`src/rtl/core/brl_pkg.sv`:
```
// Shared types and constants for the Bresenham line rasterizer.
`timescale 1ns / 1ps

package brl_pkg;

	localparam int COORD_BITS = 12;
	localparam int WIDTH_BITS = 13;
	localparam int ERR_BITS = COORD_BITS + 2;
	localparam int ADDR_BITS = 26;
	localparam int PROD_BITS = COORD_BITS + WIDTH_BITS;
	localparam int COLOR_BITS = 32;
	localparam logic [WIDTH_BITS-1:0] FRAME_WIDTH_RESET = WIDTH_BITS'(1024);

	localparam int QUEUE_DEPTH = 2;
	localparam int QPTR_BITS = (QUEUE_DEPTH > 1) ? $clog2(QUEUE_DEPTH) : 1;
	localparam int QCNT_BITS = $clog2(QUEUE_DEPTH + 1);

	typedef enum logic {
		OP_LOAD = 1'b0,
		OP_STEP = 1'b1
	} op_t;

	typedef logic [COORD_BITS-1:0] coord_t;
	typedef logic signed [ERR_BITS-1:0] err_t;

	// One classified item, with line setup precomputed for loads.
	typedef struct packed {
		op_t                   op;
		coord_t                start_x;
		coord_t                start_y;
		coord_t                end_x;
		coord_t                end_y;
		coord_t                delta_x;
		coord_t                delta_y;
		logic                  step_x_neg;
		logic                  step_y_neg;
		err_t                  seed;
		logic                  single_point;
		logic [COLOR_BITS-1:0] color;
	} queue_entry_t;

endpackage

```
`src/rtl/core/brl_front.sv`:
```
// Front end: accepts items, classifies them and computes the line setup.
`timescale 1ns / 1ps

module brl_front (
	input  logic                           in_valid,
	output logic                           in_stall,
	input  logic                           operation,
	input  brl_pkg::coord_t                start_x,
	input  brl_pkg::coord_t                start_y,
	input  brl_pkg::coord_t                end_x,
	input  brl_pkg::coord_t                end_y,
	input  logic [brl_pkg::COLOR_BITS-1:0] line_color,
	input  logic                           q_full,
	output logic                           q_push,
	output brl_pkg::queue_entry_t          q_entry
);

	brl_pkg::coord_t dx;
	brl_pkg::coord_t dy;
	brl_pkg::err_t   half_dx;
	brl_pkg::err_t   half_dy;

	assign in_stall = q_full;
	assign q_push = in_valid && !q_full;

	always_comb begin
		dx = (end_x > start_x) ? (end_x - start_x) : (start_x - end_x);
		dy = (end_y > start_y) ? (end_y - start_y) : (start_y - end_y);
		half_dx = brl_pkg::err_t'({2'b00, dx >> 1});
		half_dy = brl_pkg::err_t'({2'b00, dy >> 1});

		q_entry.op = (operation == 1'b1) ? brl_pkg::OP_STEP : brl_pkg::OP_LOAD;
		q_entry.start_x = start_x;
		q_entry.start_y = start_y;
		q_entry.end_x = end_x;
		q_entry.end_y = end_y;
		q_entry.delta_x = dx;
		q_entry.delta_y = dy;
		q_entry.step_x_neg = !(start_x < end_x);
		q_entry.step_y_neg = !(start_y < end_y);
		// seed halved toward zero
		q_entry.seed = (dx > dy) ? half_dx : -half_dy;
		q_entry.single_point = (start_x == end_x) && (start_y == end_y);
		q_entry.color = line_color;
	end

endmodule

```
`src/rtl/core/brl_queue.sv`:
```
// Short queue between front end and stepper.
`timescale 1ns / 1ps

module brl_queue (
	input  logic                  clk,
	input  logic                  arst_n,
	input  logic                  push,
	input  brl_pkg::queue_entry_t push_entry,
	output logic                  full,
	input  logic                  pop,
	output logic                  head_valid,
	output brl_pkg::queue_entry_t head_entry
);

	brl_pkg::queue_entry_t mem_q [brl_pkg::QUEUE_DEPTH];
	logic [brl_pkg::QPTR_BITS-1:0] wr_ptr_q;
	logic [brl_pkg::QPTR_BITS-1:0] rd_ptr_q;
	logic [brl_pkg::QCNT_BITS-1:0] count_q;

	localparam logic [brl_pkg::QPTR_BITS-1:0] LAST_PTR =
		brl_pkg::QPTR_BITS'(brl_pkg::QUEUE_DEPTH - 1);

	assign full = (count_q == brl_pkg::QCNT_BITS'(brl_pkg::QUEUE_DEPTH));
	assign head_valid = (count_q != '0);
	assign head_entry = mem_q[rd_ptr_q];

	always_ff @(posedge clk) begin
		if (push) begin
			mem_q[wr_ptr_q] <= push_entry;
		end
	end

	always_ff @(posedge clk or negedge arst_n) begin
		if (!arst_n) begin
			wr_ptr_q <= '0;
			rd_ptr_q <= '0;
			count_q <= '0;
		end else begin
			if (push) begin
				wr_ptr_q <= (wr_ptr_q == LAST_PTR) ? '0 : wr_ptr_q + 1'b1;
			end
			if (pop) begin
				rd_ptr_q <= (rd_ptr_q == LAST_PTR) ? '0 : rd_ptr_q + 1'b1;
			end
			if (push && !pop) begin
				count_q <= count_q + 1'b1;
			end else if (pop && !push) begin
				count_q <= count_q - 1'b1;
			end
		end
	end

endmodule

```
`src/rtl/core/brl_back.sv`:
```
// Back end: Bresenham stepper, address multiply and output register.
`timescale 1ns / 1ps

module brl_back (
	input  logic                           clk,
	input  logic                           arst_n,
	input  logic                           cfg_we,
	input  logic [brl_pkg::WIDTH_BITS-1:0] cfg_wdata,
	input  logic                           q_valid,
	input  brl_pkg::queue_entry_t          q_head,
	output logic                           q_pop,
	output logic                           pixel_valid,
	input  logic                           pixel_stall,
	output brl_pkg::coord_t                pixel_x,
	output brl_pkg::coord_t                pixel_y,
	output logic [brl_pkg::ADDR_BITS-1:0]  byte_address,
	output logic [brl_pkg::COLOR_BITS-1:0] pixel_color,
	output logic                           last_pixel
);

	logic [brl_pkg::WIDTH_BITS-1:0] frame_width_q;

	// line state
	brl_pkg::coord_t                cur_x_q;
	brl_pkg::coord_t                cur_y_q;
	brl_pkg::coord_t                tgt_x_q;
	brl_pkg::coord_t                tgt_y_q;
	brl_pkg::coord_t                dx_q;
	brl_pkg::coord_t                dy_q;
	logic                           sxn_q;
	logic                           syn_q;
	brl_pkg::err_t                  err_q;
	logic [brl_pkg::COLOR_BITS-1:0] color_q;
	logic                           active_q;

	// pixel stage
	logic                           v_s1;
	brl_pkg::coord_t                x_s1;
	brl_pkg::coord_t                y_s1;
	logic [brl_pkg::COLOR_BITS-1:0] color_s1;
	logic                           last_s1;

	// multiply stage
	logic                           v_s2;
	brl_pkg::coord_t                x_s2;
	brl_pkg::coord_t                y_s2;
	logic [brl_pkg::PROD_BITS-1:0]  prod_s2;
	logic [brl_pkg::COLOR_BITS-1:0] color_s2;
	logic                           last_s2;

	// output register
	logic                           out_v_q;
	brl_pkg::coord_t                out_x_q;
	brl_pkg::coord_t                out_y_q;
	logic [brl_pkg::ADDR_BITS-1:0]  out_addr_q;
	logic [brl_pkg::COLOR_BITS-1:0] out_color_q;
	logic                           out_last_q;

	logic out_ready;
	logic s2_ready;
	logic s1_ready;
	logic is_load;
	logic emit;

	brl_pkg::err_t   dx_e;
	brl_pkg::err_t   dy_e;
	logic            move_x;
	logic            move_y;
	brl_pkg::coord_t nx;
	brl_pkg::coord_t ny;
	brl_pkg::err_t   nerr;
	logic [brl_pkg::ADDR_BITS-1:0] pix_index;

	assign out_ready = !out_v_q || !pixel_stall;
	assign s2_ready = !v_s2 || out_ready;
	assign s1_ready = !v_s1 || s2_ready;
	assign q_pop = q_valid && s1_ready;
	assign is_load = (q_head.op == brl_pkg::OP_LOAD);
	assign emit = q_pop && (is_load || active_q);

	always_comb begin
		dx_e = brl_pkg::err_t'({2'b00, dx_q});
		dy_e = brl_pkg::err_t'({2'b00, dy_q});
		move_x = (err_q > -dx_e);
		move_y = (err_q < dy_e);
		nerr = err_q;
		nx = cur_x_q;
		ny = cur_y_q;
		if (move_x) begin
			nerr = nerr - dy_e;
			nx = sxn_q ? (cur_x_q - 1'b1) : (cur_x_q + 1'b1);
		end
		if (move_y) begin
			nerr = nerr + dx_e;
			ny = syn_q ? (cur_y_q - 1'b1) : (cur_y_q + 1'b1);
		end
	end

	always_ff @(posedge clk or negedge arst_n) begin
		if (!arst_n) begin
			frame_width_q <= brl_pkg::FRAME_WIDTH_RESET;
		end else if (cfg_we) begin
			frame_width_q <= cfg_wdata;
		end
	end

	always_ff @(posedge clk or negedge arst_n) begin
		if (!arst_n) begin
			active_q <= 1'b0;
		end else if (q_pop) begin
			if (is_load) begin
				active_q <= !q_head.single_point;
			end else if (active_q) begin
				active_q <= !((nx == tgt_x_q) && (ny == tgt_y_q));
			end
		end
	end

	always_ff @(posedge clk) begin
		if (q_pop) begin
			if (is_load) begin
				cur_x_q <= q_head.start_x;
				cur_y_q <= q_head.start_y;
				tgt_x_q <= q_head.end_x;
				tgt_y_q <= q_head.end_y;
				dx_q <= q_head.delta_x;
				dy_q <= q_head.delta_y;
				sxn_q <= q_head.step_x_neg;
				syn_q <= q_head.step_y_neg;
				err_q <= q_head.seed;
				color_q <= q_head.color;
			end else if (active_q) begin
				cur_x_q <= nx;
				cur_y_q <= ny;
				err_q <= nerr;
			end
		end
	end

	always_ff @(posedge clk or negedge arst_n) begin
		if (!arst_n) begin
			v_s1 <= 1'b0;
			v_s2 <= 1'b0;
			out_v_q <= 1'b0;
		end else begin
			if (s1_ready) begin
				v_s1 <= emit;
			end
			if (s2_ready) begin
				v_s2 <= v_s1;
			end
			if (out_ready) begin
				out_v_q <= v_s2;
			end
		end
	end

	always_ff @(posedge clk) begin
		if (s1_ready && emit) begin
			if (is_load) begin
				x_s1 <= q_head.start_x;
				y_s1 <= q_head.start_y;
				color_s1 <= q_head.color;
				last_s1 <= q_head.single_point;
			end else begin
				x_s1 <= nx;
				y_s1 <= ny;
				color_s1 <= color_q;
				last_s1 <= (nx == tgt_x_q) && (ny == tgt_y_q);
			end
		end
	end

	always_ff @(posedge clk) begin
		if (s2_ready && v_s1) begin
			x_s2 <= x_s1;
			y_s2 <= y_s1;
			prod_s2 <= brl_pkg::PROD_BITS'(y_s1) * brl_pkg::PROD_BITS'(frame_width_q);
			color_s2 <= color_s1;
			last_s2 <= last_s1;
		end
	end

	assign pix_index = brl_pkg::ADDR_BITS'(prod_s2) + brl_pkg::ADDR_BITS'(x_s2);

	always_ff @(posedge clk) begin
		if (out_ready && v_s2) begin
			out_x_q <= x_s2;
			out_y_q <= y_s2;
			out_addr_q <= {pix_index[brl_pkg::ADDR_BITS-3:0], 2'b00};
			out_color_q <= color_s2;
			out_last_q <= last_s2;
		end
	end

	assign pixel_valid = out_v_q;
	assign pixel_x = out_x_q;
	assign pixel_y = out_y_q;
	assign byte_address = out_addr_q;
	assign pixel_color = out_color_q;
	assign last_pixel = out_last_q;

endmodule

```
`src/rtl/core/bresenham_line_rasterizer.sv`:
```
// Top level of the Bresenham line rasterizer.
`timescale 1ns / 1ps

// Takes one item per cycle and gives one pixel per cycle while no stall holds
// the flow. A load (operation 0) latches endpoints and color and yields the
// first pixel; each step (operation 1) yields the next pixel of the line, with
// last_pixel set at the second endpoint, and a step with no line in progress
// yields nothing. A pixel passes through a two-entry queue, the error update
// stage, the row-times-width multiply stage and the output register. The
// sustained rate is set by the error and coordinate update in the stepper.
// byte_address is (pixel_y * frame_width + pixel_x) * 4, wrapped to 26 bits;
// there is no clipping. Write frame_width only while no pixels are pending.

module bresenham_line_rasterizer (
	input  logic                           clk,
	input  logic                           arst_n,
	input  logic                           cfg_we,
	input  logic [brl_pkg::WIDTH_BITS-1:0] cfg_wdata,
	input  logic                           in_valid,
	output logic                           in_stall,
	input  logic                           operation,
	input  brl_pkg::coord_t                start_x,
	input  brl_pkg::coord_t                start_y,
	input  brl_pkg::coord_t                end_x,
	input  brl_pkg::coord_t                end_y,
	input  logic [brl_pkg::COLOR_BITS-1:0] line_color,
	output logic                           pixel_valid,
	input  logic                           pixel_stall,
	output brl_pkg::coord_t                pixel_x,
	output brl_pkg::coord_t                pixel_y,
	output logic [brl_pkg::ADDR_BITS-1:0]  byte_address,
	output logic [brl_pkg::COLOR_BITS-1:0] pixel_color,
	output logic                           last_pixel
);

	logic                  q_push;
	logic                  q_full;
	logic                  q_pop;
	logic                  q_valid;
	brl_pkg::queue_entry_t q_entry;
	brl_pkg::queue_entry_t q_head;

	brl_front u_front (
		.in_valid   (in_valid),
		.in_stall   (in_stall),
		.operation  (operation),
		.start_x    (start_x),
		.start_y    (start_y),
		.end_x      (end_x),
		.end_y      (end_y),
		.line_color (line_color),
		.q_full     (q_full),
		.q_push     (q_push),
		.q_entry    (q_entry)
	);

	brl_queue u_queue (
		.clk        (clk),
		.arst_n     (arst_n),
		.push       (q_push),
		.push_entry (q_entry),
		.full       (q_full),
		.pop        (q_pop),
		.head_valid (q_valid),
		.head_entry (q_head)
	);

	brl_back u_back (
		.clk          (clk),
		.arst_n       (arst_n),
		.cfg_we       (cfg_we),
		.cfg_wdata    (cfg_wdata),
		.q_valid      (q_valid),
		.q_head       (q_head),
		.q_pop        (q_pop),
		.pixel_valid  (pixel_valid),
		.pixel_stall  (pixel_stall),
		.pixel_x      (pixel_x),
		.pixel_y      (pixel_y),
		.byte_address (byte_address),
		.pixel_color  (pixel_color),
		.last_pixel   (last_pixel)
	);

endmodule

```
`config.mk`:
```
export PLATFORM = sky130hd
export DESIGN_NAME = bresenham_line_rasterizer
export DESIGN_NICKNAME = d
export VERILOG_FILES = /design/src/rtl/core/brl_pkg.sv /design/src/rtl/core/brl_front.sv /design/src/rtl/core/brl_queue.sv /design/src/rtl/core/brl_back.sv /design/src/rtl/core/bresenham_line_rasterizer.sv
export SDC_FILE = /design/constraint.sdc
export NUM_CORES = 1
export LEC_CHECK = 0
export BUFFER_PORTS_ARGS = -buffer_cell sky130_fd_sc_hd__buf_2
export CAP_MARGIN = 10
export CORE_MARGIN = 8
export CORE_UTILIZATION = 33
export CTS_CLUSTER_DIAMETER = 50
export DETAILED_ROUTE_END_ITERATION = 10
export PLACE_DENSITY_LB_ADDON = 0.08
export SYNTH_ARGS = -nofsm -noshare
export SYNTH_HDL_FRONTEND = slang
export SYNTH_SLANG_ARGS = --single-unit
```
`constraint.sdc`:
```
create_clock -name clk -period 9.7 [get_ports clk]
set_input_delay 1.94 -clock clk [delete_from_list [all_inputs] [get_ports clk]]
set_output_delay 1.94 -clock clk [all_outputs]
set_load 0.05 [all_outputs]
```
# After elaboration in Yosys (flattened, before gate mapping)
# Memory sizes are Yosys's and may differ from the RTL's.
# Index checks and enable logic that the tools add are counted.
# W data, S select, Z words.
# word_totals
ff_bits	360
mem_bits_rw	244
inputBits	99
out_inout_bits	85
word_cells	122
mem_count	1
# memory_table
memory	words	word_bits	rd	rd_clocked_by_memory_dff	write_ports	line_no	source
u_queue.mem_q	2	122	1	0	1	brl_queue.sv:15	brl_pkg::queue_entry_t mem_q [brl_pkg::QUEUE_DEPTH];
# classes
n_addsub	17
n_mul	1
order_cmp	7
n_eq_ne	6
muxes	28
bitwise	1
reduce_logical	29
# op_table
op	count
$mux W12	12
$mux W14	5
$eq A12 B12 Y1	4
$sub A12 B12 Y12	4
$gt A12 B12 Y1	3
$mux W32	1
$add A12 B1 Y12 const B	2
$add A24 B12 Y24	1
$lt A12 B12 Y1	2
$mul A12 B13 Y24	1
$sub A12 B1 Y12 const B	2
$add A14 B13 Y14	1
$gt A14 B14 Y1	1
$lt A14 B13 Y1	1
$neg A11 Y14	1
$neg A12 Y14	1
$sub A14 B13 Y14	1
$logic_not A1 Y1	11
$logic_and A1 B1 Y1	10
$mux W1	8
$logic_or A1 B1 Y1	4
$mux W2	2
$reduce_and A2 Y1	2
$reduce_bool A2 Y1	2
6 further kinds	7

# Depth between registers and ports, before layout
# Gate-level depths: netlist of run 1.
# logic_depth
depth_word	8
ltp_mapped	29

# By module
# Synthesis of run 1 repeated with hierarchy kept, for this count alone.
# hier_totals
cells_unflattened	2635
area_unflattened_um2	34027.6
# by_module_without_submodules
mod	n_inst	cells_per_inst	area_per_inst_um2
brl_back	1	1749	21036.4
brl_queue	1	396	9282.7
brl_front	1	490	3708.6

# Worst setup path after synthesis of run 1
# Ideal clock, no wire load.
# synth_path
path_kind	in2reg
from	input pixel_stall
to	register u_back.out_addr_q, in the netlist u_back.byte_address[10] (enable)
setup_ps	644
arrival_time_ps	7796
path_slack_ps	1260
cell_stages	1
path_buffers	0
cell_sequence	a21boi_0
# synth_via
elab_chain_len	3
# synth_rtl
element	line_no	source
start: declaration	bresenham_line_rasterizer.sv:28	input logic pixel_stall,
$logic_not A1 Y1	brl_back.sv:74	assign out_ready = !out_v_q || !pixel_stall;
$logic_or A1 B1 Y1	brl_back.sv:74	
$logic_and A1 B1 Y1	brl_back.sv:187	if (out_ready && v_s2) begin
end signal: assignment	brl_back.sv:190	out_addr_q <= {pix_index[brl_pkg::ADDR_BITS-3:0], 2'b00};
end: declaration	brl_back.sv:55	logic [brl_pkg::ADDR_BITS-1:0] out_addr_q;
# No other way between the ends.
# A chain may end at the register's enable or synchronous reset.

==> run_summary.xml, run 1 <==
<?xml version="1.0" encoding="UTF-8"?>
<metrics>
  <group name="routing">
    <metric name="drt-pass1-iter-count" unit="">6</metric>
    <metric name="postRouteWirelength" unit="um">83500</metric>
    <metric name="wl_per_cell" unit="um">20.2</metric>
    <metric name="via_per_inst" unit="">4.79</metric>
    <metric name="vias" unit="">19825</metric>
    <metric name="drt_drc_violations_left" unit="">0</metric>
    <metric name="initial_drc_count" unit="">1063</metric>
    <metric name="ant_nets" unit="">0</metric>
  </group>
  <group name="logic_synthesis">
    <metric name="synthCells" unit="">2550</metric>
    <metric name="synthTopCellsByArea" unit="">edfxtp_1, ha_1, fa_1, inv_1, xnor2_1</metric>
    <metric name="synth_async_sr_flop_share" unit="">0.0348</metric>
    <metric name="ys_ff_latch" unit="">604</metric>
    <metric name="synth_top_area_frac" unit="">0.538</metric>
    <metric name="synth-edff-count" unit="">583</metric>
    <metric name="mapped_cell_area" unit="um2">32600</metric>
    <metric name="syn_area_per_cell" unit="um2">12.8</metric>
    <metric name="ys_warn_count" unit="">0</metric>
    <metric name="synth-main-ff-cell" unit="">edfxtp_1</metric>
    <metric name="yosys-top-cells-count" unit="">edfxtp_1, inv_1, nand2_1</metric>
    <metric name="netlist-cell-type-count" unit="">83</metric>
    <metric name="yosysMostFrequentCell" unit="">edfxtp_1</metric>
    <metric name="netlist.top_cell.by_area" unit="">edfxtp_1</metric>
    <metric name="proportion_of_synthesized_chip_area_in_sequential_cells" unit="">0.554</metric>
  </group>
  <group name="placement">
    <metric name="buffer_ports.inserted" unit="">181</metric>
    <metric name="gp_congestion" unit="">0.835</metric>
    <metric name="place.detailed.hpwl" unit="um">59900</metric>
    <metric name="dp_cells" unit="">3962</metric>
  </group>
  <group name="grt">
    <metric name="grt_busiest_layer" unit="">met2</metric>
    <metric name="global_route_wire_length_before_repair" unit="um">127000</metric>
    <metric name="globalRoute.totalOverflow" unit="">0</metric>
    <metric name="grt.met2_usage" unit="">0.247</metric>
    <metric name="grt_met1_use" unit="">0.204</metric>
    <metric name="grt_start_max_net_pins" unit="">123</metric>
    <metric name="first_global_vias" unit="">20749</metric>
    <metric name="grt.total_usage" unit="">0.152</metric>
    <metric name="grt_antenna_before_repair" unit="">12</metric>
    <metric name="globalRouteMet3Util" unit="">0.0297</metric>
  </group>
  <group name="sta">
    <metric name="fin_tns_setup" unit="ps">0</metric>
    <metric name="grt_setup_unrepaired" unit="">no</metric>
    <metric name="fin_crit" unit="ps">7050</metric>
    <metric name="timing_worst_slew_pin_value" unit="ps">1080</metric>
    <metric name="finalMaxSlewViolations" unit="">0</metric>
    <metric name="report.final.hold_viol_count" unit="">0</metric>
    <metric name="finalClockSkew" unit="ps">26.2</metric>
    <metric name="worst_case_headroom_to_the_max_slew_limit" unit="">0.283</metric>
    <metric name="finalSetupViolations" unit="">0</metric>
    <metric name="timing.final.crit_share" unit="">0.727</metric>
    <metric name="finalHoldWorstSlack" unit="ps">410</metric>
    <metric name="clock.fmax" unit="MHz">142</metric>
  </group>
  <group name="clock_tree">
    <metric name="cts-buffers-inserted" unit="">94</metric>
    <metric name="clock_tree.buffer_depth" unit="">3</metric>
    <metric name="clkSinkCount" unit="">604</metric>
    <metric name="cts_tree" unit="">done</metric>
    <metric name="cts.reportedPaths.clkPinSlew" unit="ps">60</metric>
    <metric name="root_buf_cell" unit="">clkbuf_16</metric>
    <metric name="postCtsHoldBufs" unit="">0</metric>
    <metric name="post-cts-setup-buffer-count" unit="">0</metric>
    <metric name="cts-resized-gates" unit="">0</metric>
    <metric name="clock_tree.htree_level_count" unit="">3</metric>
    <metric name="insertion_delay" unit="ps">660</metric>
  </group>
  <group name="floorplanning">
    <metric name="die_height" unit="um">330</metric>
    <metric name="total_i_o_pin_count" unit="">184</metric>
    <metric name="start_util" unit="">0.332</metric>
    <metric name="die_width" unit="um">330</metric>
    <metric name="core.rowCount" unit="">115</metric>
    <metric name="die_area" unit="um2">109000</metric>
    <metric name="core" unit="um2">98100</metric>
  </group>
  <group name="worst_setup_path">
    <metric name="timing.critical_path.cells" unit="">buf_2, inv_1, ha_1, inv_1, fa_1, a21o_1, a21oi_1, o21ai_0, o31ai_4, mux2i_1, a32o_1, a221o_1, a21oi_1, xnor2_1, ha_1, nand4_1, nor3_1, a2111oi_0, nor2_1, buf_4, mux2_2</metric>
    <metric name="critPathLaunchType" unit="">input pin</metric>
    <metric name="required" unit="ps">10090</metric>
    <metric name="cp_data_arrival_time" unit="ps">7440</metric>
    <metric name="critical-path-max-stage-delay" unit="ps">890</metric>
    <metric name="timing_worst_setup_path_type" unit="">input pin to flip-flop</metric>
    <metric name="path_buf_inv" unit="">4</metric>
    <metric name="crit_family" unit="">compound AO/OA/AOI/OAI gates</metric>
    <metric name="critical_path.max_fanout" unit="">19</metric>
    <metric name="cp_slowest_cell" unit="">o31ai_4</metric>
    <metric name="endpoint_kind" unit="">flip-flop</metric>
  </group>
  <group name="layout">
    <metric name="final.fill_count" unit="">9400</metric>
    <metric name="number_of_nets_in_the_finished_design" unit="">3183</metric>
    <metric name="syn2layout_area_growth" unit="%">17.3</metric>
    <metric name="layout-drive-gt1-share" unit="">0.168</metric>
    <metric name="finish.cell_count_without_fillers" unit="">4138</metric>
  </group>
  <group name="job">
    <metric name="max_cap_viols" unit="">0</metric>
  </group>
  <group name="run_status">
    <metric name="run_status" unit="">completed</metric>
  </group>
  <group name="hold_path">
    <metric name="worstHoldPathType" unit="">flip-flop to flip-flop</metric>
  </group>
</metrics>
area by class of cell:
class / instances / area [um2] / area share
clock buffer: 111 / 2490 / 0.0652
timing repair buffer: 206 / 1110 / 0.0290
clock inverter: 64 / 702 / 0.0184
multi-input combinational: 1575 / 13200 / 0.344
inverter: 290 / 1090 / 0.0285
antenna: 1 / 2.50 / 0.0000655
tap: 1287 / 1610 / 0.0422
sequential: 604 / 18000 / 0.472
path summary, 6_finish.rpt:
| kind | from | cells past startpoint | to | slack [ps] |
|---|---|---|---|---|
| worst max register to register | u_back.dx_q[5] | 25 | u_back.err_q[13] | 3120 |
| worst max-delay path | end_x[0] | 21 | u_queue.mem_q[1][42] | 2650 |
| worst min register to register | u_back.y_s2[5] | 0 | u_back.pixel_y[5] | 410 |
| worst min-delay path | u_back.y_s2[5] | 0 | u_back.pixel_y[5] | 410 |
| max in group asynchronous | arst_n | 1 | u_queue.rd_ptr_q | 7990 |
| min in group asynchronous | arst_n | 1 | u_back.pixel_valid | 1270 |
per-layer routing:
metal	vias to the layer above	share of wire	wire, um
li1	9503	-	-
met1	9725	0.46	38700
met2	448	0.46	38600
met3	145	0.045	3790
met4	4	0.028	2330
met5	-	0.00028	23
cells by family after synthesis:
logic type,Yosys count,synth area share
multiplexers,147,0.0482
AND/OR/NAND/NOR,550,0.0829
other,1,0.000115
AO/OA/AOI/OAI,414,0.0823
XOR/XNOR,149,0.0412
adder cells (fa/ha/maj),313,0.147
buffers and inverters,372,0.0440
flip-flops,604,0.554
layout by cell type (no fill, tap or decap), types with 14 or more instances in the layout:
cell / instances
nand4_1: 15
mux2_2: 77
buf_4: 24
o21bai_1: 14
dfrtp_1: 19
nor2_1: 72
ha_1: 195
nand2_1: 234
a211oi_1: 42
a21o_1: 41
nor2b_1: 44
xnor2_1: 101
and2_1: 60
a31oi_1: 19
nand2b_1: 22
fa_1: 118
clkinv_2: 15
buf_2: 181
mux2i_1: 68
clkbuf_16: 96
a21oi_1: 100
o21ai_0: 109
nor3_1: 26
edfxtp_1: 583
xor2_1: 45
inv_1: 290
nand3_1: 18
per-stage QoR:
step | utilization | setup WS, ps | area (um2)
after floorplan | - | 1260 | 32600
after global placement | 0.357 | 2050 | 35000
after detailed placement | 0.357 | 2040 | 35000
after CTS | 0.389 | 2750 | 38200
after global routing | 0.389 | 2400 | 38200
final | 0.389 | 2650 | 38200
flip-flops by register name, indices dropped and copies added, names as in the netlist, 2 cells and up:
| register | count |
|---|---|
| u_back.cur_x_q | 12 |
| u_back.color_s2 | 32 |
| u_back.tgt_x_q | 12 |
| u_back.y_s2 | 12 |
| u_back.tgt_y_q | 12 |
| u_back.frame_width_q | 13 |
| u_back.pixel_color | 32 |
| u_back.x_s2 | 12 |
| u_back.prod_s2 | 24 |
| u_back.y_s1 | 12 |
| u_back.color_q | 32 |
| u_back.dx_q | 12 |
| u_queue.count_q | 2 |
| u_back.pixel_x | 12 |
| u_back.x_s1 | 12 |
| u_back.cur_y_q | 12 |
| u_back.pixel_y | 12 |
| u_queue.mem_q | 244 |
| u_back.color_s1 | 32 |
| u_back.err_q | 14 |
| u_back.dy_q | 12 |
| u_back.byte_address | 24 |
worst reg2reg max path, delay by kind of cell (launching register included):
family	cells	cell delay, ps
multiplexers	1	340
buffers and inverters	2	200
AND/OR/NAND/NOR	9	2330
flip-flops	1	480
adder cells (fa/ha/maj)	2	610
XOR/XNOR	1	160
AO/OA/AOI/OAI	10	2150
Power of run 1 is left out: the tool's default activity adds up to more than one toggle a clock period on the data nets, which glitch-free logic cannot reach.
==> run 2, diff against run 1 <==
ABC_AREA = 1   (was not set)
clock period = 5.9 ns   (was 9.7 ns; I/O delays follow)
==> run 2 against run 1 <==
Compared with the run above: non-clock buffer count is 20 higher; synthesized cell count is 26% higher; worst hold slack better by 4.2 ps; count of clock-buffer cells in the layout is 19 lower; setup slack worse by 2200 ps; die area is 2.3% higher; register-to-register slack worse by 2700 ps; final area is 2.0% higher; clock skew is 21 ps higher; area after synthesis is 2.5% higher; cell count is 16% higher; critical endpoint is now u_back.prod_s2[20].
==> run_summary.xml, run 2 <==
<?xml version="1.0" encoding="UTF-8"?>
<metrics>
  <group name="job">
    <metric name="max_cap_viols" unit="">0</metric>
  </group>
  <group name="logic_synthesis">
    <metric name="ys_warn_count" unit="">0</metric>
    <metric name="synth_top_area_frac" unit="">0.525</metric>
    <metric name="netlist-cell-type-count" unit="">59</metric>
    <metric name="synth-main-ff-cell" unit="">edfxtp_1</metric>
    <metric name="mapped_cell_area" unit="um2">33400</metric>
    <metric name="syn_area_per_cell" unit="um2">10.3</metric>
    <metric name="proportion_of_synthesized_chip_area_in_sequential_cells" unit="">0.541</metric>
    <metric name="synth-edff-count" unit="">583</metric>
    <metric name="synth_async_sr_flop_share" unit="">0.0348</metric>
    <metric name="synthCells" unit="">3224</metric>
    <metric name="ys_ff_latch" unit="">604</metric>
    <metric name="yosys-top-cells-count" unit="">nand2_1, edfxtp_1, inv_1</metric>
    <metric name="netlist.top_cell.by_area" unit="">edfxtp_1</metric>
    <metric name="synthTopCellsByArea" unit="">edfxtp_1, nand2_1, ha_1, fa_1, inv_1</metric>
    <metric name="yosysMostFrequentCell" unit="">nand2_1</metric>
  </group>
  <group name="worst_setup_path">
    <metric name="critPathLaunchType" unit="">flip-flop</metric>
    <metric name="cp_slowest_cell" unit="">edfxtp_1</metric>
    <metric name="worstRegToRegCells" unit="">19</metric>
    <metric name="cp_data_arrival_time" unit="ps">5860</metric>
    <metric name="endpoint_kind" unit="">flip-flop</metric>
    <metric name="critical_path.max_fanout" unit="">14</metric>
    <metric name="critical-path-max-stage-delay" unit="ps">800</metric>
    <metric name="critical-path-top-cell-by-count" unit="">fa_1</metric>
    <metric name="timing_worst_setup_path_type" unit="">flip-flop to flip-flop</metric>
    <metric name="timing.critical_path.cells" unit="">nand2_1, fa_1, inv_1, fa_1, fa_1, fa_1, inv_1, fa_1, inv_1, ha_1, nand2_1, nor2_1, nand2_1, o211ai_1, a31oi_1, o21ai_0, nand2_1, o21ai_0, xor2_1</metric>
    <metric name="required" unit="ps">6280</metric>
  </group>
  <group name="layout">
    <metric name="syn2layout_area_growth" unit="%">16.7</metric>
    <metric name="multiInputGateArea" unit="um2">13200</metric>
    <metric name="final.fill_count" unit="">9864</metric>
    <metric name="sequential_cell_area_in_the_final_layout" unit="um2">18000</metric>
    <metric name="top_register" unit="">u_queue.mem_q</metric>
    <metric name="layout_commonest_cell" unit="">nand2_1</metric>
    <metric name="final_cell_mix" unit="">nand2_1, edfxtp_1, inv_1, ha_1, buf_2</metric>
    <metric name="max_ffs_per_register" unit="">244</metric>
    <metric name="number_of_nets_in_the_finished_design" unit="">3857</metric>
    <metric name="layout-drive-gt1-share" unit="">0.122</metric>
  </group>
  <group name="clock_tree">
    <metric name="clock_tree.buffer_depth" unit="">3</metric>
    <metric name="cts.reportedPaths.clkPinSlew" unit="ps">60</metric>
    <metric name="cts_tree" unit="">done</metric>
    <metric name="insertion_delay" unit="ps">670</metric>
    <metric name="clkSinkCount" unit="">604</metric>
    <metric name="clock_tree.htree_level_count" unit="">3</metric>
    <metric name="cts-buffers-inserted" unit="">86</metric>
    <metric name="root_buf_cell" unit="">clkbuf_16</metric>
  </group>
  <group name="floorplanning">
    <metric name="total_i_o_pin_count" unit="">184</metric>
    <metric name="core.rowCount" unit="">116</metric>
    <metric name="core" unit="um2">100000</metric>
    <metric name="die_width" unit="um">334</metric>
    <metric name="start_util" unit="">0.333</metric>
    <metric name="die_area" unit="um2">112000</metric>
    <metric name="die_height" unit="um">334</metric>
  </group>
  <group name="placement">
    <metric name="gp_congestion" unit="">0.875</metric>
    <metric name="buffer_ports.inserted" unit="">181</metric>
    <metric name="place.detailed.hpwl" unit="um">66100</metric>
  </group>
  <group name="sta">
    <metric name="report.final.hold_viol_count" unit="">0</metric>
    <metric name="fin_tns_setup" unit="ps">0</metric>
    <metric name="grt_setup_unrepaired" unit="">no</metric>
    <metric name="finalClockSkew" unit="ps">47.6</metric>
    <metric name="finalSetupViolations" unit="">0</metric>
    <metric name="timing.final.crit_share" unit="">0.930</metric>
    <metric name="finalMaxSlewViolations" unit="">0</metric>
    <metric name="worst_case_headroom_to_the_max_slew_limit" unit="">0.291</metric>
    <metric name="timing_worst_slew_pin_value" unit="ps">1060</metric>
    <metric name="clock.fmax" unit="MHz">182</metric>
    <metric name="fin_crit" unit="ps">5490</metric>
  </group>
  <group name="routing">
    <metric name="ant_nets" unit="">0</metric>
    <metric name="via_per_inst" unit="">4.66</metric>
    <metric name="postRouteWirelength" unit="um">90000</metric>
    <metric name="wl_per_cell" unit="um">18.7</metric>
    <metric name="drt-pass1-iter-count" unit="">5</metric>
    <metric name="vias" unit="">22436</metric>
    <metric name="drt_drc_violations_left" unit="">0</metric>
    <metric name="initial_drc_count" unit="">1264</metric>
  </group>
  <group name="grt">
    <metric name="grt_start_max_net_pins" unit="">104</metric>
    <metric name="grt_antenna_before_repair" unit="">9</metric>
    <metric name="globalRoute.totalOverflow" unit="">0</metric>
    <metric name="global_route_wire_length_before_repair" unit="um">139000</metric>
    <metric name="first_global_vias" unit="">23303</metric>
    <metric name="grt.total_usage" unit="">0.160</metric>
  </group>
  <group name="hold_path">
    <metric name="holdPathStages" unit="">0</metric>
    <metric name="worstHoldPathType" unit="">flip-flop to flip-flop</metric>
  </group>
  <group name="run_status">
    <metric name="run_status" unit="">completed</metric>
  </group>
</metrics>
==> run 2: cell types whose count changed after synthesis, moves of 61 or more <==
cell,change
nor2_1,+72
inv_1,+188
nand3_1,+65
mux2i_1,-68
xnor2_1,-72
mux2_2,-65
and2_1,-61
nand2_1,+671
==> run 2: stage by stage <==
stage / hold WS, ps / util / instances / instance area [um2] / worst slack, ps
after floorplan: 400 / - / 3225 / 33400 / 194
after global placement: 403 / 0.358 / 4650 / 35900 / 382
after detailed placement: 405 / 0.358 / 4650 / 35900 / 305
after CTS: 415 / 0.388 / 4809 / 38900 / 312
after global routing: 415 / 0.389 / 4815 / 38900 / 21.3
final: 415 / 0.389 / 4817 / 38900 / 413
==> run 2: metal layers <==
layer	vias to the layer above	global-route usage	wire length [um]
met4	0	0.0472	2250
met3	118	0.0226	2970
li1	11109	-	-
met1	10843	0.202	40300
met5	-	0	0
met2	366	0.283	44500
==> run 2: cell type report <==
type                            instances  area share
Tap cell                             1298      0.0417
Inverter                              484      0.0468
Multi-Input combinational cell       2043       0.338
Clock inverter                         67      0.0209
Clock buffer                           92      0.0558
Sequential cell                       604       0.463
Timing Repair Buffer                  226      0.0329
Antenna cell                            3    0.000193
==> run 2: cells by family after synthesis <==
logic type,after synthesis,share of synthesized area
AOI/OAI and AO/OA,363,0.0615
xor gates and xnor gates,117,0.0307
adders and majority gates,313,0.144
buffers and inverters,578,0.0671
DFF,604,0.541
muxes,14,0.00469
other,1,0.000112
and+or+nand+nor,1234,0.151
==> run 2: final timing paths <==
kind                                    start                  to  slack (ps)
max                            u_back.y_s1[8]  u_back.prod_s2[20]         410
min                        u_back.color_s1[1]  u_back.color_s2[1]         410
max reg2reg                    u_back.y_s1[8]  u_back.prod_s2[20]         410
min reg2reg                u_back.color_s1[1]  u_back.color_s2[1]         410
max in group asynchronous              arst_n    u_queue.rd_ptr_q        4870
min in group asynchronous              arst_n    u_queue.rd_ptr_q         550
==> run 2: what timing repair did <==
| action | in CTS | in global routing |
|---|---|---|
| endpoints found under the setup margin | 0 | 4 |
| gates resized for setup | 0 | 4 |
| setup buffers | 0 | 5 |
| hold buffers | 0 | 0 |
==> run 2: critical path: cells and delay by family (launching register included) <==
| kind | cells | cell delay, ps |
|---|---|---|
| AO/OA/AOI/OAI | 4 | 700 |
| XOR/XNOR | 1 | 90 |
| adder cells (fa/ha/maj) | 6 | 2850 |
| buffers and inverters | 3 | 150 |
| flip-flops | 1 | 800 |
| AND/OR/NAND/NOR | 5 | 620 |
Power of run 2 is left out for the same reason.
==> run 3, diff against run 2 <==
CORE_ASPECT_RATIO = 0.5   (was not set)
HOLD_SLACK_MARGIN = 0.1   (was not set)
==> run 3 against run 2 <==
Compared with the run above: utilization shrank 0.63 points; count of clock-buffer cells in the layout down 7; register-to-register slack improved by 20 ps; die area grew 0.55%; worst hold slack better by 1.3 ps; critical endpoint unchanged.
==> run_summary.xml, run 3 (synthesis results as in run 2) <==
<?xml version="1.0" encoding="UTF-8"?>
<metrics>
  <group name="grt">
    <metric name="globalRoute.totalOverflow" unit="">0</metric>
    <metric name="grt_met1_use" unit="">0.220</metric>
    <metric name="global_route_wire_length_before_repair" unit="um">137000</metric>
    <metric name="grt_antenna_before_repair" unit="">10</metric>
    <metric name="first_global_vias" unit="">22424</metric>
    <metric name="grt_busiest_layer" unit="">met2</metric>
    <metric name="grt_start_max_net_pins" unit="">123</metric>
    <metric name="grt.met2_usage" unit="">0.262</metric>
    <metric name="grt.total_usage" unit="">0.159</metric>
    <metric name="globalRouteMet3Util" unit="">0.0298</metric>
  </group>
  <group name="floorplanning">
    <metric name="die_height" unit="um">241</metric>
    <metric name="core" unit="um2">100000</metric>
    <metric name="start_util" unit="">0.333</metric>
    <metric name="total_i_o_pin_count" unit="">184</metric>
    <metric name="core.rowCount" unit="">82</metric>
    <metric name="die_area" unit="um2">112000</metric>
    <metric name="die_width" unit="um">466</metric>
  </group>
  <group name="worst_setup_path">
    <metric name="critical-path-max-stage-delay" unit="ps">770</metric>
    <metric name="endpoint_kind" unit="">flip-flop</metric>
    <metric name="timing_worst_setup_path_type" unit="">flip-flop to flip-flop</metric>
    <metric name="required" unit="ps">6280</metric>
    <metric name="critical_path.max_fanout" unit="">14</metric>
    <metric name="timing.critical_path.cells" unit="">nand2_1, fa_1, inv_1, fa_1, fa_1, fa_1, inv_1, fa_1, inv_1, ha_1, nand2_1, nor2_1, nand2_1, o211ai_1, a31oi_1, o21ai_0, nand2_1, o21ai_0, xor2_1</metric>
    <metric name="crit_family" unit="">adder cells</metric>
    <metric name="path_buf_inv" unit="">3</metric>
    <metric name="cp_data_arrival_time" unit="ps">5860</metric>
    <metric name="critical-path-top-cell-by-count" unit="">fa_1</metric>
    <metric name="critPathLaunchType" unit="">flip-flop</metric>
    <metric name="cp_slowest_cell" unit="">edfxtp_1</metric>
  </group>
  <group name="layout">
    <metric name="layout-drive-gt1-share" unit="">0.112</metric>
    <metric name="syn2layout_area_growth" unit="%">14.8</metric>
    <metric name="finish.cell_count_without_fillers" unit="">4832</metric>
    <metric name="max_ffs_per_register" unit="">244</metric>
    <metric name="multiInputGateArea" unit="um2">13200</metric>
    <metric name="fin_util" unit="">0.383</metric>
    <metric name="layout_commonest_cell" unit="">nand2_1</metric>
    <metric name="final_cell_mix" unit="">nand2_1, edfxtp_1, inv_1, ha_1, buf_2</metric>
    <metric name="number_of_nets_in_the_finished_design" unit="">3843</metric>
    <metric name="sequential_cell_area_in_the_final_layout" unit="um2">18000</metric>
    <metric name="top_register" unit="">u_queue.mem_q</metric>
    <metric name="final.fill_count" unit="">9946</metric>
  </group>
  <group name="routing">
    <metric name="wl_per_cell" unit="um">18.7</metric>
    <metric name="vias" unit="">22292</metric>
    <metric name="via_per_inst" unit="">4.61</metric>
    <metric name="drt_drc_violations_left" unit="">0</metric>
    <metric name="ant_nets" unit="">0</metric>
    <metric name="initial_drc_count" unit="">1259</metric>
    <metric name="postRouteWirelength" unit="um">90100</metric>
    <metric name="drt-pass1-iter-count" unit="">5</metric>
  </group>
  <group name="sta">
    <metric name="fin_tns_setup" unit="ps">0</metric>
    <metric name="timing.final.crit_share" unit="">0.927</metric>
    <metric name="worst_case_headroom_to_the_max_slew_limit" unit="">0.307</metric>
    <metric name="fin_crit" unit="ps">5470</metric>
    <metric name="report.final.hold_viol_count" unit="">0</metric>
    <metric name="finalSetupViolations" unit="">0</metric>
    <metric name="grt_setup_unrepaired" unit="">no</metric>
    <metric name="finalMaxSlewViolations" unit="">0</metric>
    <metric name="clock.fmax" unit="MHz">183</metric>
    <metric name="finalClockSkew" unit="ps">21.7</metric>
    <metric name="timing_worst_slew_pin_value" unit="ps">1040</metric>
  </group>
  <group name="clock_tree">
    <metric name="cts-resized-gates" unit="">0</metric>
    <metric name="post-cts-setup-buffer-count" unit="">0</metric>
    <metric name="clock_tree.buffer_depth" unit="">3</metric>
    <metric name="cts-buffers-inserted" unit="">68</metric>
    <metric name="insertion_delay" unit="ps">650</metric>
    <metric name="clkSinkCount" unit="">604</metric>
    <metric name="root_buf_cell" unit="">clkbuf_16</metric>
    <metric name="clock_tree.htree_level_count" unit="">3</metric>
    <metric name="postCtsHoldBufs" unit="">0</metric>
    <metric name="cts.reportedPaths.clkPinSlew" unit="ps">60</metric>
    <metric name="cts_tree" unit="">done</metric>
  </group>
  <group name="hold_path">
    <metric name="worstHoldPathType" unit="">flip-flop to flip-flop</metric>
  </group>
  <group name="placement">
    <metric name="place.detailed.hpwl" unit="um">65600</metric>
    <metric name="buffer_ports.inserted" unit="">181</metric>
    <metric name="gp_congestion" unit="">0.829</metric>
    <metric name="dp_cells" unit="">4705</metric>
  </group>
  <group name="run_status">
    <metric name="run_status" unit="">completed</metric>
  </group>
  <group name="job">
    <metric name="max_cap_viols" unit="">0</metric>
  </group>
</metrics>
==> run 3: final timing paths <==
| check | from | to | depth (start not counted) | slack, ps |
|---|---|---|---|---|
| setup reg to reg | u_back.y_s1[6] | u_back.prod_s2[20] | 19 | 430 |
| hold / removal | u_back.color_s1[15] | u_back.color_s2[15] | 0 | 420 |
| min in group asynchronous | arst_n | u_back.v_s1 | 1 | 540 |
| max in group asynchronous | arst_n | u_queue.rd_ptr_q | 1 | 4900 |
| setup / recovery | u_back.y_s1[6] | u_back.prod_s2[20] | 19 | 430 |
| hold reg to reg | u_back.color_s1[15] | u_back.color_s2[15] | 0 | 420 |
==> run 3: routing by layer <==
| metal | vias to the layer above | share of wire |
|---|---|---|
| li1 | 11078 | - |
| met1 | 10731 | 0.49 |
| met2 | 384 | 0.46 |
| met3 | 99 | 0.040 |
| met4 | 0 | 0.017 |
| met5 | - | 0 |
==> run 3: stage by stage <==
step           setup slack [ps]  area, um2  hold WS (ps)
2_1_floorplan               194      33400           400
5_1_grt                    23.5      38300           418
3_5_place_dp                374      36000           405
3_3_place_gp                451      36000           401
4_1_cts                     372      38300           411
6_report                    428      38300           416
==> run 3: layout make-up <==
type / count / area share
antenna: 3 / 0.000196
clock buffer: 85 / 0.0472
clock inverter: 39 / 0.0122
inverter: 484 / 0.0476
multi-input combinational: 2043 / 0.344
sequential: 604 / 0.471
tap: 1344 / 0.0439
timing repair buffer: 230 / 0.0342
Power of run 3 is left out for the same reason.
